--- src/hw/rtl/lbpch_ram.sv ---
// Generic simple dual-port RAM: one write port, one read port with
// registered, enabled read data. No dependencies.
`timescale 1ns / 1ps

module lbpch_ram #(
	parameter int WIDTH = 8,
	parameter int DEPTH = 256
) (
	input  logic                     clk,
	input  logic                     we,
	input  logic [$clog2(DEPTH)-1:0] waddr,
	input  logic [WIDTH-1:0]         wdata,
	input  logic                     re,
	input  logic [$clog2(DEPTH)-1:0] raddr,
	output logic [WIDTH-1:0]         rdata
);

	logic [WIDTH-1:0] mem [DEPTH];
	logic [WIDTH-1:0] rdata_q;

	// Storage write and registered read; read data holds while re is low.
	always_ff @(posedge clk) begin
		if (we) begin
			mem[waddr] <= wdata;
		end
		if (re) begin
			rdata_q <= mem[raddr];
		end
	end

	assign rdata = rdata_q;

endmodule

--- config.mk ---
export PLATFORM = sky130hd
export DESIGN_NAME = lbpch_ram
export DESIGN_NICKNAME = d
export VERILOG_FILES = /design/src/hw/rtl/lbpch_ram.sv
export SDC_FILE = /design/constraint.sdc
export NUM_CORES = 2
export LEC_CHECK = 0
export ABC_AREA = 1
export BUFFER_PORTS_ARGS = -buffer_cell sky130_fd_sc_hd__buf_2
export CAP_MARGIN = 5
export CORE_MARGIN = 5
export CORE_UTILIZATION = 35
export DETAILED_ROUTE_END_ITERATION = 10
export GPL_TIMING_DRIVEN = 0
export MAX_ROUTING_LAYER = met4
export PLACE_DENSITY_LB_ADDON = 0.08
export SETUP_SLACK_MARGIN = 0.2
export SLEW_MARGIN = 25
export SYNTH_ARGS = -nofsm -noshare
export SYNTH_HDL_FRONTEND = slang
export SYNTH_SLANG_ARGS = --single-unit
--- constraint.sdc ---
create_clock -name clk -period 4.4 [get_ports clk]
set_input_delay 0.22 -clock clk [delete_from_list [all_inputs] [get_ports clk]]
set_output_delay 0.22 -clock clk [all_outputs]
set_load 0.1 [all_outputs]
# After elaboration in Yosys (flattened, before gate mapping)
# Memories as Yosys holds them, arrays and structs flattened. A register that Yosys moved wholly into a read port is not among the register bits.
# Index checks and enable logic that the tools add are counted.
[classes]
mux = 2
[op_table]
columns = ["operator", "n"]
rows = [
  ["1-bit 2-to-1 mux", 2],
]
[word_totals]
mem_bits_rw = 2048
regBits = 0
in_bits = 27
out_inout_bits = 8
memories = 1
elab_cells = 3
[memory_table]
columns = ["name", "depth", "width", "rd", "rd_ports_with_merged_regs", "wr", "line_no", "source"]
rows = [
  ["mem", 256, 8, 1, 1, 1, "18", "logic [WIDTH-1:0] mem [DEPTH];"],
]

# Longest topological paths before layout
[depth]
word_depth = 2
mapped_depth = 15
mapped_depth_nobuf = 11

# Worst setup path after synthesis
# Ideal clock, no wire load.
[synth_path]
kind = "input to register"
from = "in we"
to = "mem mem[162][0] (enable)"
arrival_time_ns = 1.341
setup_ns = 0.370
path_buffers = 2
required_time_ns = 4.030
stages = 4
slack_ns = 2.689
cell_sequence = "clkbuf_1 nand3_1 clkbuf_1 nor2_1"
[synth_between]
elab_chain_cells = 2
[synth_rtl]
columns = ["element", "line_no", "source"]
rows = [
  ["start, declared", "10", "input logic we,"],
  ["1-bit 2-to-1 mux", "23", "if (we) begin"],
  ["1-bit 2-to-1 mux (implied by the code)", "24", "mem[waddr] <= wdata;"],
  ["end, declared", "18", ""],
]
# Every way passes these cells.

==> qor.yml <==
fin_crit_ps: 3100
grt_antenna_before_repair: 37
fmax_mhz: 322
ys_top_cells_by_count: "nand2_1 (2123), edfxtp_1 (2056), nand3_1 (2019)"
wire_per_inst_um: 36.9
grt_usage_pct: 31.8
synth_area_mm2: 0.0835
fin_crit_sh_pct: 70.5
finalHoldViolations: 0
synth_top_area_share_pct: 74.0
crit_fanout: 10
grt_start_max_net_pins: 117
dieWidth_um: 498
cts-root-buf: "clkbuf_16"
crit_path_top_delay_cell: "buf_2"
synth_top_family_by_area: "simple AND/OR/NAND/NOR gates"
grt_first_pass_wirelength_um: 517000
whs_ps: 103
num-fill-cells: 22600
synth_edf_count: 2056
fin_nets: 7362
num_rows: 179
worstMarginPinSlew_ps: 1290
postLayoutCoreUtil_pct: 40.7
first_global_vias: 56000
worstPathArrival_ps: 3720
synth.distinct_cells: 13
p_leak_nw: 33.6
cp.required_ps: 5010
endpoint_kind: "flop"
synth_async_sr_flop_share_pct: 0
ys_warn_count: 0
slew_violations: 0
slew_headroom_pct: 14.3
critPathKind: "primary input to flop"
synth_most_common_cell: "nand2_1"
drtPass1Iterations: 8
grt_overflow: 0
postCtsSetupRepairBufs: 0
synthXorXnorAreaFrac_pct: 0
io_pins: 35
ir_drop_mv: 0.362
drc: 0
synth_compound_area_share_pct: 0
viasPerCell: 5.74
routed-via-count: 61500
yosys_register_bits: 2056
drtAntennaViolNets: 0
path_clk_slew_ps: 60
finClkSkew_ps: 38.1
drt_wl_total_um: 395000
htreeDepth: 4
start_kind: "primary input"
drtIter0Drc: 9423
synthMuxAreaShare_pct: 0
synthFlopType: "edfxtp_1"
io_buffers: 27
ctsHoldBuffers: 10
max_stage_delay_ps: 550
yosysTopAreaCell: "edfxtp_1"
status: "finished, final reports clean"
core_area_mm2: 0.238
setup_tns_ps: 0
hold_class: "primary input to flop"
ys_seq_area_share_pct: 74.0
synth-adder-area-share_pct: 0
dieArea_mm2: 0.248
ctsResizeCount: 0
synthCells: 7003
gp_congestion: 1.03
finalSetupViolations: 0
hpwlAfterDp_um: 278000
drive_gt1_share_pct: 12.5
clock_latency_ps: 890
cts_num_sinks: 2056
start_util_pct: 35.1
cap_violations: 0
yosys.area_share.simple_pct: 22.9
synth_nets: 7030
clk_path_buf_depth: 3
cp_common_cell: "nand3_1"
crit_chain: "buf_4, inv_2, buf_2, buf_2, nand3_1, nand3_1, nand3_1, nand3_1, nand3_1, nand3_1, nand2_1, nand2_1, nand2_1"
tritoncts: "done"
die_h_um: 498
cts_buffers: 224
synthTopCellsByArea: "edfxtp_1 (74%), nand3_1 (12%), nand2_1 (9.5%)"
powerDensity_mw_per_mm2: 449
syn2layout_area_growth_pct: 15.8
syn_avg_cell_area_um2: 11.9
rsz0062_at_grt: "no"
## routing by layer
layer | global-route usage [%] | up-vias | routed length, µm
met5 | - | - | 0
met4 | 13.1 | 0 | 19500
met3 | 6.56 | 690 | 37800
met2 | 45.5 | 3534 | 169000
met1 | 44.1 | 31600 | 168000
li1 | - | 25600 | -
## where the power goes
group,switching [mW],internal [mW],total [mW]
clock network,8.15,10.1,18.2
registers,0.0116,21.6,21.6
logic,2.88,0.690,3.57
total,11.0,32.3,43.4
## per-stage QoR
stage | power, mW | area (µm²) | setup WS, ps | std cells
2_1_floorplan | 23.4 | 83500 | 2690 | 7003
3_3_place_gp | 25.4 | 87600 | -1360 | 10200
3_5_place_dp | 25.5 | 89600 | 535 | 10300
4_1_cts | 43.4 | 96600 | 1500 | 10700
5_1_grt | 44.3 | 96700 | 1430 | 10700
6_report | 43.4 | 96700 | 1300 | 10700
## worst max-delay path: cells and delay by family
family	cells	cell delay, ps
and+or+nand+nor	9	1980
buffers and inverters	4	1460
## final timing paths
kind / start / end / slack, ps / cells after the start
worst max-delay path: raddr[1] / rdata[0] / 1300 / 13
worst min-delay path: we / mem[184][7] / 100 / 3
worst max register to register: mem[113][0] / rdata[0] / 1830 / 10
worst min register to register: mem[26][6] / rdata[6] / 1280 / 10
## layout by cell type, fill, tap and decap left out, drive strengths merged
cell type       n
nand2        2123
edfxtp       2056
nand3        2019
buf           466
clkbuf        390
nor2          283
clkinv        118
inv            42
diode          20
bufinv         10
dlygate4sd3    10
clkinvlp        5
## cell families after synthesis
kind of cell / after synthesis
buffers and inverters: 522
DFF: 2056
and+or+nand+nor: 4425
## cell type report
class                           count  area (µm²)  share of cell area [%]
Antenna cell                       20        50.0                  0.0518
Buffer                            483        2530                    2.62
Clock buffer                      277        5910                    6.11
Clock inverter                    136         973                    1.01
Inverter                           39         149                   0.154
Multi-Input combinational cell   4425       19500                    20.2
Sequential cell                  2056       61700                    63.9
Tap cell                         3167        3960                    4.10
Timing Repair Buffer              106        1840                    1.90
## state kept, by name, summed over array words and instances, names as in the netlist
register and flops:
rdata 8, mem 2048
No activity file was read; power rests on OpenSTA's default activity.
